**config.mk**
```make
export PLATFORM = sky130hd
export DESIGN_NAME = text_grid_cursor_scroll
export DESIGN_NICKNAME = d
export VERILOG_FILES = /design/src/design/tgcs_pkg.sv /design/src/design/tgcs_grid_ram.sv /design/src/design/tgcs_caret_alu.sv /design/src/design/text_grid_cursor_scroll.sv
export SDC_FILE = /design/constraint.sdc
export NUM_CORES = 1
export LEC_CHECK = 0
export ABC_AREA = 1
export BUFFER_PORTS_ARGS = -buffer_cell sky130_fd_sc_hd__buf_2
export CAP_MARGIN = 20
export CORE_ASPECT_RATIO = 1.4
export CORE_UTILIZATION = 40
export DETAILED_ROUTE_END_ITERATION = 7
export HOLD_SLACK_MARGIN = 0.05
export PLACE_DENSITY_LB_ADDON = 0.15
export REMOVE_ABC_BUFFERS = 1
export SETUP_SLACK_MARGIN = 0.3
export SKIP_LAST_GASP = 1
export SYNTH_ARGS = -nofsm -noshare
export SYNTH_HDL_FRONTEND = slang
export SYNTH_SLANG_ARGS = --single-unit
```
**constraint.sdc**
```tcl
create_clock -name i_clk -period 4.03 [get_ports i_clk]
set_input_delay 0.403 -clock i_clk [delete_from_list [all_inputs] [get_ports i_clk]]
set_output_delay 0.403 -clock i_clk [all_outputs]
set_load 0.01 [all_outputs]
```
**src/design/tgcs_pkg.sv**
```systemverilog
package tgcs_pkg;

    // Caret and grid geometry fixed by the console format
    localparam int CARET_W = 10;
    localparam int COL_W   = 5;
    localparam int ROW_W   = 3;
    localparam int CODE_W  = 6;
    localparam int CHAR_W  = 8;

    localparam logic [CARET_W-1:0] CARET_MAX = 10'd1023;
    localparam logic [CARET_W-1:0] LINE_LEN  = 10'd32;

    // Configuration register indexes
    localparam int CFG_IDX_W = 3;
    localparam logic [CFG_IDX_W-1:0] CFG_LINES    = 3'd0;
    localparam logic [CFG_IDX_W-1:0] CFG_SCROLL   = 3'd1;
    localparam logic [CFG_IDX_W-1:0] CFG_BS_CODE  = 3'd2;
    localparam logic [CFG_IDX_W-1:0] CFG_RET_CODE = 3'd3;
    localparam logic [CFG_IDX_W-1:0] CFG_PMAX     = 3'd4;
    localparam logic [CFG_IDX_W-1:0] CFG_SP_LO    = 3'd5;
    localparam logic [CFG_IDX_W-1:0] CFG_SP_HI    = 3'd6;
    localparam logic [CFG_IDX_W-1:0] CFG_INVERSE  = 3'd7;

    typedef struct packed {
        logic [3:0]        lines;
        logic              scroll_en;
        logic [CHAR_W-1:0] bs_code;
        logic [CHAR_W-1:0] ret_code;
        logic [CODE_W-1:0] pmax;
        logic [CODE_W-1:0] sp_lo;
        logic [CODE_W-1:0] sp_hi;
        logic              inverse;
    } t_cfg;

    typedef struct packed {
        logic               wr;
        logic               scroll;
        logic [CARET_W-1:0] caret;
        logic [CARET_W-1:0] len;
    } t_step;

endpackage

```
**src/design/tgcs_grid_ram.sv**
```systemverilog
module tgcs_grid_ram #(
    parameter int DEPTH = 256,
    parameter int AW    = 8
) (
    input  logic                      i_clk,
    input  logic                      i_we,
    input  logic [AW-1:0]             i_waddr,
    input  logic [tgcs_pkg::CODE_W-1:0] i_wdata,
    input  logic [AW-1:0]             i_raddr,
    output logic [tgcs_pkg::CODE_W-1:0] o_rdata
);

    logic [tgcs_pkg::CODE_W-1:0] r_mem [DEPTH];
    logic [tgcs_pkg::CODE_W-1:0] r_rdata;

    always_ff @(posedge i_clk) begin
        if (i_we) begin
            r_mem[i_waddr] <= i_wdata;
        end
        r_rdata <= r_mem[i_raddr];
    end

    assign o_rdata = r_rdata;

endmodule

```
**src/design/tgcs_caret_alu.sv**
```systemverilog
module tgcs_caret_alu #(
    parameter int MAX_LINES = 8
) (
    input  tgcs_pkg::t_cfg                  i_cfg,
    input  logic [tgcs_pkg::CHAR_W-1:0]     i_code,
    input  logic [tgcs_pkg::CARET_W-1:0]    i_caret,
    output tgcs_pkg::t_step                 o_step
);

    localparam logic [3:0] LINES_CAP = (MAX_LINES > 15) ? 4'd15 : 4'(MAX_LINES);

    logic [3:0]                   lines_eff;
    logic [tgcs_pkg::CARET_W-1:0] len;
    logic [tgcs_pkg::CARET_W-1:0] last;
    logic [tgcs_pkg::COL_W:0]     line_next;
    logic [tgcs_pkg::CARET_W-1:0] c_dec, c_ret, c_inc, c_new;
    logic                         is_bs, is_ret, printable;

    always_comb begin
        // Clamp the line count into one .. MAX_LINES, capped at 15
        if (i_cfg.lines == 4'd0) begin
            lines_eff = 4'd1;
        end else if (i_cfg.lines > LINES_CAP) begin
            lines_eff = LINES_CAP;
        end else begin
            lines_eff = i_cfg.lines;
        end
        len  = {1'b0, lines_eff, 5'b0};
        last = len - tgcs_pkg::LINE_LEN;

        is_bs     = (i_code == i_cfg.bs_code);
        is_ret    = (i_code == i_cfg.ret_code);
        printable = (i_code <= {2'b00, i_cfg.pmax}) ||
                    ((i_code >= {2'b00, i_cfg.sp_lo}) && (i_code <= {2'b00, i_cfg.sp_hi}));

        c_dec     = (i_caret == '0) ? '0 : i_caret - 10'd1;
        line_next = {1'b0, i_caret[tgcs_pkg::CARET_W-1:tgcs_pkg::COL_W]} + 6'd1;
        c_ret     = line_next[tgcs_pkg::COL_W] ? tgcs_pkg::CARET_MAX
                                               : {line_next[tgcs_pkg::COL_W-1:0], 5'b0};
        c_inc     = (i_caret == tgcs_pkg::CARET_MAX) ? tgcs_pkg::CARET_MAX : i_caret + 10'd1;

        priority if (is_bs) begin
            c_new = c_dec;
        end else if (is_ret) begin
            c_new = c_ret;
        end else begin
            c_new = c_inc;
        end

        o_step.wr     = !is_bs && !is_ret && printable && (i_caret < len);
        o_step.scroll = (c_new == len) && i_cfg.scroll_en;
        o_step.caret  = o_step.scroll ? last : c_new;
        o_step.len    = len;
    end

endmodule

```
**src/design/text_grid_cursor_scroll.sv**
```systemverilog
// Channel   Direction  Handshake                  Word
// in        sink       i_in_valid / o_in_stall     i_char_code
// out       source     o_out_valid / i_out_stall   o_cell_*, o_scrolled, o_caret_now
// cfg       sink       i_cfg_valid / o_cfg_ready   i_cfg_index, i_cfg_data
//
// An item passes the accept, caret step and result word states when the grid
// does not scroll; a scroll adds the copy loop, which walks all lines*32 cells
// of the grid RAM one cell a cycle through its single write port.
// After reset a clearing pass writes zero to all MAX_LINES*32 cells, one a
// cycle, while o_in_stall is held high; configuration writes are taken always.
// A stalled result word holds in the output register and the block stays busy.
module text_grid_cursor_scroll #(
    parameter int MAX_LINES = 8
) (
    input  logic                               i_clk,
    input  logic                               i_rst_n,

    input  logic                               i_in_valid,
    output logic                               o_in_stall,
    input  logic [tgcs_pkg::CHAR_W-1:0]        i_char_code,

    output logic                               o_out_valid,
    input  logic                               i_out_stall,
    output logic                               o_cell_written,
    output logic [tgcs_pkg::COL_W-1:0]         o_cell_column,
    output logic [tgcs_pkg::ROW_W-1:0]         o_cell_row,
    output logic [tgcs_pkg::CODE_W-1:0]        o_cell_code,
    output logic                               o_cell_inverted,
    output logic                               o_scrolled,
    output logic [tgcs_pkg::CARET_W-1:0]       o_caret_now,

    input  logic                               i_cfg_valid,
    output logic                               o_cfg_ready,
    input  logic [tgcs_pkg::CFG_IDX_W-1:0]     i_cfg_index,
    input  logic [7:0]                         i_cfg_data
);

    localparam int DEPTH = MAX_LINES * 32;
    localparam int AW    = $clog2(DEPTH);
    localparam int IW    = tgcs_pkg::CARET_W + 1;

    localparam logic [2:0] ST_CLEAR  = 3'd0;
    localparam logic [2:0] ST_IDLE   = 3'd1;
    localparam logic [2:0] ST_STEP   = 3'd2;
    localparam logic [2:0] ST_SCROLL = 3'd3;
    localparam logic [2:0] ST_OUT    = 3'd4;

    logic [2:0]                    r_state, n_state;
    logic [IW-1:0]                 r_idx, n_idx;
    logic                          r_pend, n_pend;
    logic [AW-1:0]                 r_pend_addr;
    logic                          r_pend_zero;
    logic [tgcs_pkg::CARET_W-1:0]  r_caret;
    logic [tgcs_pkg::CARET_W-1:0]  r_len;
    logic [tgcs_pkg::CHAR_W-1:0]   r_code;
    tgcs_pkg::t_cfg                r_cfg;
    tgcs_pkg::t_step               step;

    logic [IW-1:0]                 len_ext, last_ext, src_idx;
    logic                          scan_live;
    logic                          ram_we;
    logic [AW-1:0]                 ram_waddr, ram_raddr;
    logic [tgcs_pkg::CODE_W-1:0]   ram_wdata, ram_rdata;

    logic                          r_wr, r_inv, r_scr;
    logic [tgcs_pkg::COL_W-1:0]    r_col;
    logic [tgcs_pkg::ROW_W-1:0]    r_row;
    logic [tgcs_pkg::CODE_W-1:0]   r_cell_code;
    logic [tgcs_pkg::CARET_W-1:0]  r_caret_now;

    // Caret step and printable decision for the held code
    tgcs_caret_alu #(.MAX_LINES(MAX_LINES)) u_alu (
        .i_cfg   (r_cfg),
        .i_code  (r_code),
        .i_caret (r_caret),
        .o_step  (step)
    );

    tgcs_grid_ram #(.DEPTH(DEPTH), .AW(AW)) u_ram (
        .i_clk   (i_clk),
        .i_we    (ram_we),
        .i_waddr (ram_waddr),
        .i_wdata (ram_wdata),
        .i_raddr (ram_raddr),
        .o_rdata (ram_rdata)
    );

    assign o_in_stall  = (r_state != ST_IDLE);
    assign o_cfg_ready = 1'b1;
    assign o_out_valid = (r_state == ST_OUT);

    // Scroll walk: read cell idx+32, write it to idx in the following cycle; the
    // last line is blanked instead of copied.
    assign len_ext   = {1'b0, r_len};
    assign last_ext  = len_ext - IW'(32);
    assign src_idx   = r_idx + IW'(32);
    assign scan_live = (r_idx < len_ext);
    assign ram_raddr = src_idx[AW-1:0];

    always_comb begin
        ram_we    = 1'b0;
        ram_waddr = r_idx[AW-1:0];
        ram_wdata = '0;
        unique case (r_state)
            ST_CLEAR: begin
                ram_we = 1'b1;
            end
            ST_STEP: begin
                ram_we    = step.wr;
                ram_waddr = r_caret[AW-1:0];
                ram_wdata = r_code[tgcs_pkg::CODE_W-1:0];
            end
            ST_SCROLL: begin
                ram_we    = r_pend;
                ram_waddr = r_pend_addr;
                ram_wdata = r_pend_zero ? '0 : ram_rdata;
            end
            default: begin
                ram_we = 1'b0;
            end
        endcase
    end

    always_comb begin
        n_state = r_state;
        n_idx   = r_idx;
        n_pend  = 1'b0;
        unique case (r_state)
            ST_CLEAR: begin
                n_idx = r_idx + IW'(1);
                if (r_idx == IW'(DEPTH - 1)) begin
                    n_state = ST_IDLE;
                end
            end
            ST_IDLE: begin
                if (i_in_valid) begin
                    n_state = ST_STEP;
                end
            end
            ST_STEP: begin
                n_idx   = '0;
                n_state = step.scroll ? ST_SCROLL : ST_OUT;
            end
            ST_SCROLL: begin
                if (scan_live) begin
                    n_pend = 1'b1;
                    n_idx  = r_idx + IW'(1);
                end else begin
                    n_state = ST_OUT;
                end
            end
            ST_OUT: begin
                if (!i_out_stall) begin
                    n_state = ST_IDLE;
                end
            end
            default: begin
                n_state = ST_IDLE;
            end
        endcase
    end

    always_ff @(posedge i_clk) begin
        if (!i_rst_n) begin
            r_state <= ST_CLEAR;
            r_idx   <= '0;
            r_pend  <= 1'b0;
            r_caret <= '0;
            r_cfg.lines     <= 4'd8;
            r_cfg.scroll_en <= 1'b1;
            r_cfg.bs_code   <= 8'd0;
            r_cfg.ret_code  <= 8'd0;
            r_cfg.pmax      <= 6'd30;
            r_cfg.sp_lo     <= 6'd32;
            r_cfg.sp_hi     <= 6'd35;
            r_cfg.inverse   <= 1'b0;
        end else begin
            r_state <= n_state;
            r_idx   <= n_idx;
            r_pend  <= n_pend;
            if (r_state == ST_STEP) begin
                r_caret <= step.caret;
            end
            if (i_cfg_valid) begin
                unique case (i_cfg_index)
                    tgcs_pkg::CFG_LINES:    r_cfg.lines     <= i_cfg_data[3:0];
                    tgcs_pkg::CFG_SCROLL:   r_cfg.scroll_en <= i_cfg_data[0];
                    tgcs_pkg::CFG_BS_CODE:  r_cfg.bs_code   <= i_cfg_data;
                    tgcs_pkg::CFG_RET_CODE: r_cfg.ret_code  <= i_cfg_data;
                    tgcs_pkg::CFG_PMAX:     r_cfg.pmax      <= i_cfg_data[5:0];
                    tgcs_pkg::CFG_SP_LO:    r_cfg.sp_lo     <= i_cfg_data[5:0];
                    tgcs_pkg::CFG_SP_HI:    r_cfg.sp_hi     <= i_cfg_data[5:0];
                    tgcs_pkg::CFG_INVERSE:  r_cfg.inverse   <= i_cfg_data[0];
                    default: ;
                endcase
            end
        end
    end

    // Payload registers: code, scroll bookkeeping and the result word
    always_ff @(posedge i_clk) begin
        if ((r_state == ST_IDLE) && i_in_valid) begin
            r_code <= i_char_code;
        end
        if (r_state == ST_STEP) begin
            r_len       <= step.len;
            r_wr        <= step.wr;
            r_col       <= step.wr ? r_caret[tgcs_pkg::COL_W-1:0] : '0;
            r_row       <= step.wr ? r_caret[tgcs_pkg::COL_W +: tgcs_pkg::ROW_W] : '0;
            r_cell_code <= step.wr ? r_code[tgcs_pkg::CODE_W-1:0] : '0;
            r_inv       <= step.wr ? r_cfg.inverse : 1'b0;
            r_scr       <= step.scroll;
            r_caret_now <= step.caret;
        end
        if (r_state == ST_SCROLL) begin
            r_pend_addr <= r_idx[AW-1:0];
            r_pend_zero <= (r_idx >= last_ext);
        end
    end

    assign o_cell_written  = r_wr;
    assign o_cell_column   = r_col;
    assign o_cell_row      = r_row;
    assign o_cell_code     = r_cell_code;
    assign o_cell_inverted = r_inv;
    assign o_scrolled      = r_scr;
    assign o_caret_now     = r_caret_now;

    // Hold off new words while a result waits
    a_busy_while_result: assert property (@(posedge i_clk) disable iff (!i_rst_n)
        o_out_valid |-> o_in_stall)
        else $error("input taken while a result word waits");

    // No store means a zero cell description
    a_empty_cell: assert property (@(posedge i_clk) disable iff (!i_rst_n)
        (o_out_valid && !o_cell_written) |->
            (o_cell_column == '0 && o_cell_row == '0 &&
             o_cell_code == '0 && !o_cell_inverted))
        else $error("cell fields set without a store");

    // A scroll leaves the caret at the start of a line
    a_scroll_line_start: assert property (@(posedge i_clk) disable iff (!i_rst_n)
        (o_out_valid && o_scrolled) |-> (o_caret_now[tgcs_pkg::COL_W-1:0] == '0))
        else $error("scroll left caret mid-line");

    // Result word follows either the step or the end of the scroll walk
    a_out_entry: assert property (@(posedge i_clk) disable iff (!i_rst_n)
        $rose(o_out_valid) |-> ($past(r_state) == ST_STEP || $past(r_state) == ST_SCROLL))
        else $error("result word raised from an unexpected state");

endmodule
```
==> results of run 1 <==
worst paths after layout:
check / startpoint / endpoint / cells after the start
max reg2reg: r_code[3] / o_cell_code[5] / 9
max: r_code[3] / o_cell_code[5] / 9
min reg2reg: r_cfg[10] / r_cfg[10] / 2
min: i_char_code[0] / r_code[0] / 1
synth_stat cells:
master | number | area, sq um
sky130_fd_sc_hd__clkbuf_1 | 10 | 37.5
sky130_fd_sc_hd__nand3_2 | 2 | 20.0
sky130_fd_sc_hd__xor2_1 | 9 | 78.8
sky130_fd_sc_hd__nand4_1 | 9 | 56.3
sky130_fd_sc_hd__edfxtp_1 | 39 | 1170
sky130_fd_sc_hd__nor2_2 | 5 | 31.3
sky130_fd_sc_hd__o21a_1 | 4 | 30.0
sky130_fd_sc_hd__nand3_1 | 47 | 235
sky130_fd_sc_hd__nor3_1 | 5 | 25.0
sky130_fd_sc_hd__nor4_1 | 1 | 6.26
sky130_fd_sc_hd__conb_1 | 1 | 3.75
sky130_fd_sc_hd__a21boi_0 | 1 | 7.51
sky130_fd_sc_hd__inv_2 | 3 | 11.3
sky130_fd_sc_hd__inv_1 | 103 | 387
sky130_fd_sc_hd__and3_1 | 1 | 6.26
sky130_fd_sc_hd__o22ai_1 | 2 | 12.5
sky130_fd_sc_hd__nor2_4 | 4 | 45.0
sky130_fd_sc_hd__xnor2_1 | 4 | 35.0
sky130_fd_sc_hd__and2_1 | 2 | 12.5
sky130_fd_sc_hd__o311ai_0 | 1 | 8.76
sky130_fd_sc_hd__a21oi_1 | 48 | 240
sky130_fd_sc_hd__nand3b_1 | 2 | 15.0
sky130_fd_sc_hd__clkinv_4 | 1 | 8.76
sky130_fd_sc_hd__ha_1 | 30 | 375
sky130_fd_sc_hd__buf_2 | 2 | 10.0
sky130_fd_sc_hd__o21ai_0 | 45 | 225
sky130_fd_sc_hd__dfxtp_1 | 64 | 1280
sky130_fd_sc_hd__nand3_4 | 1 | 17.5
sky130_fd_sc_hd__o21bai_1 | 3 | 22.5
sky130_fd_sc_hd__o211ai_1 | 11 | 82.6
sky130_fd_sc_hd__buf_4 | 1 | 7.51
sky130_fd_sc_hd__buf_6 | 3 | 33.8
sky130_fd_sc_hd__o221a_2 | 1 | 11.3
sky130_fd_sc_hd__and2_4 | 1 | 8.76
sky130_fd_sc_hd__nor2_1 | 95 | 357
sky130_fd_sc_hd__nor3b_1 | 1 | 7.51
sky130_fd_sc_hd__nand2_1 | 166 | 623
sky130_fd_sc_hd__clkbuf_2 | 1 | 5.00
sky130_fd_sc_hd__nand2_2 | 9 | 56.3
critical path, delay by kind of cell (launching register included):
| family | cells | cell delay (ns) |
|---|---|---|
| AND/OR/NAND/NOR | 3 | 1.03 |
| adder cells (fa/ha/maj) | 1 | 0.38 |
| AO/OA/AOI/OAI | 5 | 0.59 |
| flip-flops | 1 | 0.53 |
final cells by class:
class / instances / area, sq um / area share [%]
Clock buffer: 11 / 233 / 3.69
Inverter: 107 / 407 / 6.44
Clock inverter: 5 / 56.3 / 0.892
Multi-Input combinational cell: 511 / 2660 / 42.2
Tap cell: 182 / 228 / 3.61
Timing Repair Buffer: 54 / 275 / 4.36
Sequential cell: 103 / 2450 / 38.8
per-layer routing:
metal / up-vias / part of all wire [%] / global-route usage (%)
li1: 2487 / - / -
met1: 2183 / 42 / 22.5
met2: 82 / 52 / 37.0
met3: 30 / 2.6 / 2.70
met4: 0 / 3.3 / 9.47
met5: - / 0 / 0
metrics by stage:
step / hold WS (ns) / util, %
3_5_place_dp: 0.451 / 44.6
3_3_place_gp: 0.445 / 44.6
6_report: 0.226 / 46.7
2_1_floorplan: 0.433 / -
4_1_cts: 0.216 / 46.7
5_1_grt: 0.216 / 46.7
sequential cells by signal (all words and copies together), names as in the netlist:
register and count:
o_cell_column 5, r_state 3, o_cell_code 6, r_cfg 40, o_cell_inverted 1, o_caret_now 10, o_cell_written 1, r_code 8
o_scrolled 1, r_idx 11, r_caret 10, r_len 4, o_cell_row 3
kinds of logic (layout without fill, tap and decap cells):
group | after synthesis | after routing | share of synthesized area, %
other | 1 | 1 | 0.0669
AOI/OAI and AO/OA | 116 | 116 | 11.4
and+or+nand+nor | 351 | 351 | 27.1
DFF | 103 | 103 | 43.7
xor gates and xnor gates | 13 | 13 | 2.03
buffers and inverters | 124 | 177 | 8.92
adders and majority gates | 30 | 30 | 6.69
report_power, final:
part / switching (mW) / internal [mW] / leakage [nW]
Sequential: 0.00837 / 1.09 / 0.849
Combinational: 0.0639 / 0.0337 / 1.82
Clock: 0.398 / 0.483 / 0.140
==> impl_metrics.xml, run 1 <==
<?xml version="1.0" encoding="UTF-8"?>
<metrics>
  <group name="cts">
    <metric name="cts_hold_repair.buffers" unit="">0</metric>
    <metric name="tritoncts" unit="">yes</metric>
    <metric name="clock_path_buffers" unit="">2</metric>
    <metric name="cts_setup_buffers" unit="">0</metric>
    <metric name="clkSinkCount" unit="">103</metric>
    <metric name="cts_repair_resize_count" unit="">0</metric>
    <metric name="clock_root_buffer_master" unit="">sky130_fd_sc_hd__clkbuf_16</metric>
    <metric name="cts-buffers-inserted" unit="">9</metric>
    <metric name="clkSlewWorstSetupHoldPaths" unit="ns">0.07</metric>
    <metric name="ctsHtreeMaxLevel" unit="">3</metric>
    <metric name="clkLatencyLatePin" unit="ns">0.35</metric>
  </group>
  <group name="synth">
    <metric name="synth_warn" unit="">0</metric>
    <metric name="postSynthAreaPerCell" unit="sq um">7.60</metric>
    <metric name="synth_seq_area_share" unit="%">43.7</metric>
    <metric name="netlist-cell-type-count" unit="">39</metric>
    <metric name="mapped_cells" unit="">738</metric>
    <metric name="synth_seq_cells" unit="">103</metric>
    <metric name="synthesis.area" unit="sq um">5610</metric>
  </group>
  <group name="setup_path">
    <metric name="critical_path.max_fanout" unit="">16</metric>
    <metric name="criticalPathCategory" unit="">reg2reg</metric>
    <metric name="crit_path_start_kind" unit="">register</metric>
    <metric name="worst-endpoint-required" unit="ns">4.20</metric>
    <metric name="critical_path.endpoint_type" unit="">register</metric>
    <metric name="worstPathCellList" unit="">ha_1 &gt; a21oi_1 &gt; o21a_1 &gt; o211ai_1 &gt; o21ai_0 &gt; nand2_1 &gt; o311ai_0 &gt; nand3_1 &gt; nor2_1</metric>
    <metric name="max_stage_delay" unit="ns">0.63</metric>
    <metric name="regToRegSetupSlack" unit="ns">1.31</metric>
    <metric name="worst_ep_arrival_time" unit="ns">2.88</metric>
    <metric name="timing.critical_path.slowest_stage_cell" unit="">sky130_fd_sc_hd__nand3_1</metric>
  </group>
  <group name="timing">
    <metric name="timing.fmax" unit="MHz">368</metric>
    <metric name="grt_setup_unrepaired" unit="">false</metric>
    <metric name="postLayoutSetupSlackWorst" unit="ns">1.31</metric>
    <metric name="fin_skew" unit="ns">0.00900</metric>
    <metric name="final_hold_viol_count" unit="">0</metric>
    <metric name="maxSlewHeadroom" unit="%">35.0</metric>
    <metric name="timing.final.crit_share" unit="%">67.4</metric>
    <metric name="worst-slew-pin-transition" unit="ns">0.971</metric>
    <metric name="finalCriticalPeriod" unit="ns">2.72</metric>
    <metric name="final_setup_viols" unit="">0</metric>
    <metric name="report.final.slew_viol_count" unit="">0</metric>
    <metric name="setup-tns-final" unit="ns">0</metric>
  </group>
  <group name="cells_and_area">
    <metric name="mostFrequentLayoutCell" unit="">sky130_fd_sc_hd__nand2_1</metric>
    <metric name="final_nets" unit="">840</metric>
    <metric name="fin_area" unit="sq um">6310</metric>
    <metric name="layout_stage_area_growth_over_the_synthesis_result" unit="%">12.6</metric>
    <metric name="final_cell_count_no_fill" unit="">973</metric>
    <metric name="mostFrequentLayoutCells" unit="">sky130_fd_sc_hd__nand2_1 (166), sky130_fd_sc_hd__inv_1 (103), sky130_fd_sc_hd__nor2_1 (94)</metric>
    <metric name="fillers" unit="">1402</metric>
    <metric name="n_antenna_cell" unit="">0</metric>
    <metric name="post_route_cells_drive_above_1_share" unit="%">12.1</metric>
  </group>
  <group name="global_routing">
    <metric name="overflow" unit="">0</metric>
    <metric name="grt_pass1_vias" unit="">4651</metric>
    <metric name="grt_start_max_net_pins" unit="">43</metric>
    <metric name="grt_first_pass_wirelength" unit="microns">22300</metric>
    <metric name="grt_antenna_before_repair" unit="">0</metric>
    <metric name="grt.total_usage" unit="%">20.2</metric>
  </group>
  <group name="placed_design">
    <metric name="port-buffer-count" unit="">52</metric>
    <metric name="detailedPlace.worstSlack" unit="ns">1.26</metric>
    <metric name="dpl.cell_count" unit="">957</metric>
    <metric name="globalplace.congestion" unit="">0.970</metric>
    <metric name="post_dp_cell_area" unit="sq um">6030</metric>
    <metric name="half_perimeter_wire_length_after_placement" unit="microns">10400</metric>
  </group>
  <group name="die">
    <metric name="fp-row-count" unit="">50</metric>
    <metric name="die_h" unit="microns">142</metric>
    <metric name="dieArea" unit="sq um">14500</metric>
    <metric name="core" unit="sq um">13500</metric>
    <metric name="io-pin-count" unit="">54</metric>
    <metric name="initial_core_util" unit="%">41.5</metric>
    <metric name="die-width" unit="microns">102</metric>
  </group>
  <group name="power_and_ir_drop">
    <metric name="static-leakage-power" unit="nW">2.81</metric>
    <metric name="power_density" unit="nW/um^2">329</metric>
    <metric name="vdd_ir_drop_max" unit="V">0.000192</metric>
    <metric name="report.power.total" unit="mW">2.08</metric>
  </group>
  <group name="routing">
    <metric name="route.antenna.remaining_nets" unit="">0</metric>
    <metric name="drt_pre_antenna_iters" unit="">4</metric>
    <metric name="drc" unit="">0</metric>
    <metric name="drt_iter0_drc" unit="">185</metric>
    <metric name="avg_vias_per_cell" unit="">4.91</metric>
    <metric name="drt_wl_total" unit="microns">13600</metric>
    <metric name="wl_per_cell" unit="microns">14.0</metric>
    <metric name="via_count" unit="">4782</metric>
  </group>
  <group name="outcome">
    <metric name="run_status" unit="">finished clean</metric>
  </group>
  <group name="worst_hold_path">
    <metric name="hp-class" unit="">in2reg</metric>
  </group>
  <group name="job">
    <metric name="cap_viol_max_count" unit="">0</metric>
  </group>
</metrics>
No activity file was read; power rests on OpenSTA's default activity.
==> run 2, diff against run 1 <==
- ABC_AREA: 1 -> 0
- clock period: 4.03 -> 2.71 ns (I/O delays scaled with it)
==> impl_metrics.xml, run 2 <==
<?xml version="1.0" encoding="UTF-8"?>
<metrics>
  <group name="timing">
    <metric name="worst-slew-pin-transition" unit="ns">0.882</metric>
    <metric name="grt_setup_unrepaired" unit="">true</metric>
    <metric name="timing.final.crit_share" unit="%">113</metric>
    <metric name="setup-tns-final" unit="ns">-3.18</metric>
    <metric name="fin_skew" unit="ns">0.00650</metric>
    <metric name="report.final.slew_viol_count" unit="">0</metric>
    <metric name="postLayoutSetupSlackWorst" unit="ns">-0.348</metric>
    <metric name="hold-worst-slack" unit="ns">0.108</metric>
    <metric name="timing.fmax" unit="MHz">327</metric>
    <metric name="finalCriticalPeriod" unit="ns">3.06</metric>
    <metric name="final_hold_viol_count" unit="">0</metric>
    <metric name="maxSlewHeadroom" unit="%">40.7</metric>
    <metric name="final_setup_viols" unit="">12</metric>
  </group>
  <group name="setup_path">
    <metric name="crit_start" unit="">r_code[0]</metric>
    <metric name="crit_path_start_kind" unit="">register</metric>
    <metric name="regToRegSetupSlack" unit="ns">-0.35</metric>
    <metric name="worst_ep_arrival_time" unit="ns">3.30</metric>
    <metric name="reg2regPathDepth" unit="">10</metric>
    <metric name="worst-endpoint-required" unit="ns">2.95</metric>
    <metric name="r2r-start" unit="">r_code[0]</metric>
    <metric name="criticalPathCategory" unit="">reg2reg</metric>
    <metric name="critical_path.endpoint_type" unit="">register</metric>
    <metric name="critical_path.max_fanout" unit="">5</metric>
    <metric name="max_stage_delay" unit="ns">0.48</metric>
    <metric name="rr_endpoint" unit="">r_caret[6]</metric>
    <metric name="timing.critical_path.slowest_stage_cell" unit="">sky130_fd_sc_hd__edfxtp_1</metric>
    <metric name="worstPathCellList" unit="">xor2_2 &gt; nor4_4 &gt; a21oi_2 &gt; o311a_1 &gt; or4_4 &gt; a21o_1 &gt; a2111oi_1 &gt; buf_4 &gt; a211oi_1 &gt; o21a_1</metric>
  </group>
  <group name="cts">
    <metric name="cts-buffers-inserted" unit="">9</metric>
    <metric name="clock_root_buffer_master" unit="">sky130_fd_sc_hd__clkbuf_16</metric>
    <metric name="clock_path_buffers" unit="">2</metric>
    <metric name="ctsHtreeMaxLevel" unit="">3</metric>
    <metric name="tritoncts" unit="">yes</metric>
    <metric name="clkLatencyLatePin" unit="ns">0.35</metric>
    <metric name="clkSinkCount" unit="">103</metric>
    <metric name="clkSlewWorstSetupHoldPaths" unit="ns">0.07</metric>
  </group>
  <group name="cells_and_area">
    <metric name="mostFrequentLayoutCells" unit="">sky130_fd_sc_hd__buf_4 (79), sky130_fd_sc_hd__nand2_1 (66), sky130_fd_sc_hd__dfxtp_1 (63)</metric>
    <metric name="fin_area" unit="sq um">7200</metric>
    <metric name="n_antenna_cell" unit="">0</metric>
    <metric name="area.sequential" unit="sq um">2450</metric>
    <metric name="mostFrequentLayoutCell" unit="">sky130_fd_sc_hd__buf_4</metric>
    <metric name="multi_input_comb_area" unit="sq um">3130</metric>
    <metric name="layout_stage_area_growth_over_the_synthesis_result" unit="%">26.8</metric>
    <metric name="final_cell_count_no_fill" unit="">921</metric>
    <metric name="final_nets" unit="">785</metric>
    <metric name="fillers" unit="">1399</metric>
    <metric name="final_util" unit="%">51.8</metric>
    <metric name="post_route_cells_drive_above_1_share" unit="%">29.1</metric>
    <metric name="largest_register_ff_count" unit="">40</metric>
    <metric name="reg_top3" unit="">r_cfg x40, r_idx x11</metric>
    <metric name="largest_register_by_flop_count" unit="">r_cfg</metric>
  </group>
  <group name="synth">
    <metric name="synthesis.area" unit="sq um">5680</metric>
    <metric name="synth_top_area_share" unit="%">22.6</metric>
    <metric name="postSynthAreaPerCell" unit="sq um">9.23</metric>
    <metric name="synth_seq_cells" unit="">103</metric>
    <metric name="synth_warn" unit="">0</metric>
    <metric name="postSynth.topFlopCell" unit="">sky130_fd_sc_hd__dfxtp_1</metric>
    <metric name="synth_seq_area_share" unit="%">43.2</metric>
    <metric name="mapped_cells" unit="">615</metric>
    <metric name="netlist-cell-type-count" unit="">72</metric>
    <metric name="async_reset_ff_share" unit="%">0</metric>
    <metric name="post_synth_most_frequent_cells" unit="">sky130_fd_sc_hd__nand2_1 (66), sky130_fd_sc_hd__dfxtp_1 (64), sky130_fd_sc_hd__nor2_1 (51)</metric>
    <metric name="synth.most_common_cell" unit="">sky130_fd_sc_hd__nand2_1</metric>
    <metric name="yosys.area.top_type" unit="">sky130_fd_sc_hd__dfxtp_1</metric>
    <metric name="synth_edf_count" unit="">39</metric>
    <metric name="cell_types_occupying_the_most_area_after_synthesis" unit="">sky130_fd_sc_hd__dfxtp_1 (23%), sky130_fd_sc_hd__edfxtp_1 (21%), sky130_fd_sc_hd__ha_1 (6.6%)</metric>
  </group>
  <group name="worst_hold_path">
    <metric name="hp-class" unit="">in2reg</metric>
    <metric name="worstHoldPathCells" unit="">1</metric>
    <metric name="end_of_the_worst_hold_path" unit="">r_code[7]</metric>
    <metric name="worstHoldStart" unit="">i_char_code[7]</metric>
  </group>
  <group name="routing">
    <metric name="route.antenna.remaining_nets" unit="">0</metric>
    <metric name="drt_pre_antenna_iters" unit="">4</metric>
    <metric name="avg_vias_per_cell" unit="">5.28</metric>
    <metric name="drt_wl_total" unit="microns">15800</metric>
    <metric name="wl_per_cell" unit="microns">17.2</metric>
    <metric name="via_count" unit="">4864</metric>
    <metric name="drc" unit="">0</metric>
    <metric name="drt_iter0_drc" unit="">163</metric>
  </group>
  <group name="die">
    <metric name="io-pin-count" unit="">54</metric>
    <metric name="initial_core_util" unit="%">40.8</metric>
    <metric name="die-width" unit="microns">103</metric>
    <metric name="dieArea" unit="sq um">14700</metric>
    <metric name="die_h" unit="microns">143</metric>
    <metric name="core" unit="sq um">13900</metric>
    <metric name="fp-row-count" unit="">51</metric>
  </group>
  <group name="global_routing">
    <metric name="grt.total_usage" unit="%">22.5</metric>
    <metric name="grt_first_pass_wirelength" unit="microns">24800</metric>
    <metric name="grt_antenna_before_repair" unit="">0</metric>
    <metric name="grt_start_max_net_pins" unit="">40</metric>
    <metric name="overflow" unit="">0</metric>
    <metric name="grt_pass1_vias" unit="">4819</metric>
  </group>
  <group name="placed_design">
    <metric name="half_perimeter_wire_length_after_placement" unit="microns">12000</metric>
    <metric name="dpl.cell_count" unit="">899</metric>
    <metric name="post_dp_cell_area" unit="sq um">6640</metric>
    <metric name="globalplace.congestion" unit="">0.877</metric>
    <metric name="detailedPlace.worstSlack" unit="ns">-0.460</metric>
    <metric name="port-buffer-count" unit="">52</metric>
  </group>
  <group name="power_and_ir_drop">
    <metric name="power_density" unit="nW/um^2">420</metric>
    <metric name="report.power.total" unit="mW">3.03</metric>
    <metric name="vdd_ir_drop_max" unit="V">0.000275</metric>
    <metric name="static-leakage-power" unit="nW">2.99</metric>
  </group>
  <group name="job">
    <metric name="cap_viol_max_count" unit="">0</metric>
  </group>
  <group name="outcome">
    <metric name="violated_checks" unit="">negative setup slack</metric>
    <metric name="run_status" unit="">complete, but fails checks</metric>
  </group>
</metrics>
## run 2: cell families after synthesis
group	count (synthesis)	share of synthesized area, %
compound gates	128	15.3
xor+xnor	36	5.55
fa+ha+maj	30	6.61
buf+inv	72	5.29
flops	103	43.2
mux	21	3.75
other cells	1	0.0660
simple gates	224	20.3
## run 2: what timing repair did
action,in CTS,in global routing
pin swaps,3,23
endpoints found under the setup margin,29,33
hold buffers,0,0
setup buffers,5,0
cloned,0,1
gates resized for setup,18,41
## run 2: final cells by class
cell class                 instances  share of cell area [%]
multi-input combinational        440                    43.4
sequential                       103                    34.1
timing repair buffer             137                    13.2
clock buffer                      12                    3.56
tap                              185                    3.21
inverter                          40                    2.15
clock inverter                     4                   0.365
## run 2: critical path: cells and delay by family (launching register included)
kind / cells / cell delay [ns]
AOI/OAI and AO/OA: 6 / 1.33
xor gates and xnor gates: 1 / 0.20
buffers and inverters: 1 / 0.18
DFF: 1 / 0.48
and+or+nand+nor: 2 / 0.78
## run 2: worst max path at each step
stage / endpoint / slack, ns
2_1_floorplan: r_state[0] / -0.27
3_3_place_gp: r_caret[6] / -0.37
3_5_place_dp: r_state[0] / -0.46
4_1_cts: r_state[0] / -0.32
5_1_grt: r_state[1] / -0.50
6_report: r_caret[6] / -0.35
## run 2: per-layer routing
layer | share of wire (%) | routed length (microns) | up-vias | global-route usage [%]
met5 | 0 | 0 | - | 0
met4 | 2.9 | 465 | 0 | 9.55
met3 | 3.1 | 493 | 25 | 2.99
met2 | 55 | 8630 | 111 | 41.5
met1 | 39 | 6240 | 2322 | 25.3
li1 | - | - | 2406 | -
## run 2: where the power goes
part           total, mW  internal (mW)  switching [mW]  leakage [nW]
combinational      0.146         0.0576          0.0885          1.99
sequential          1.63           1.61          0.0142         0.854
clock               1.25          0.677           0.577         0.144
total               3.03           2.35           0.680          2.99
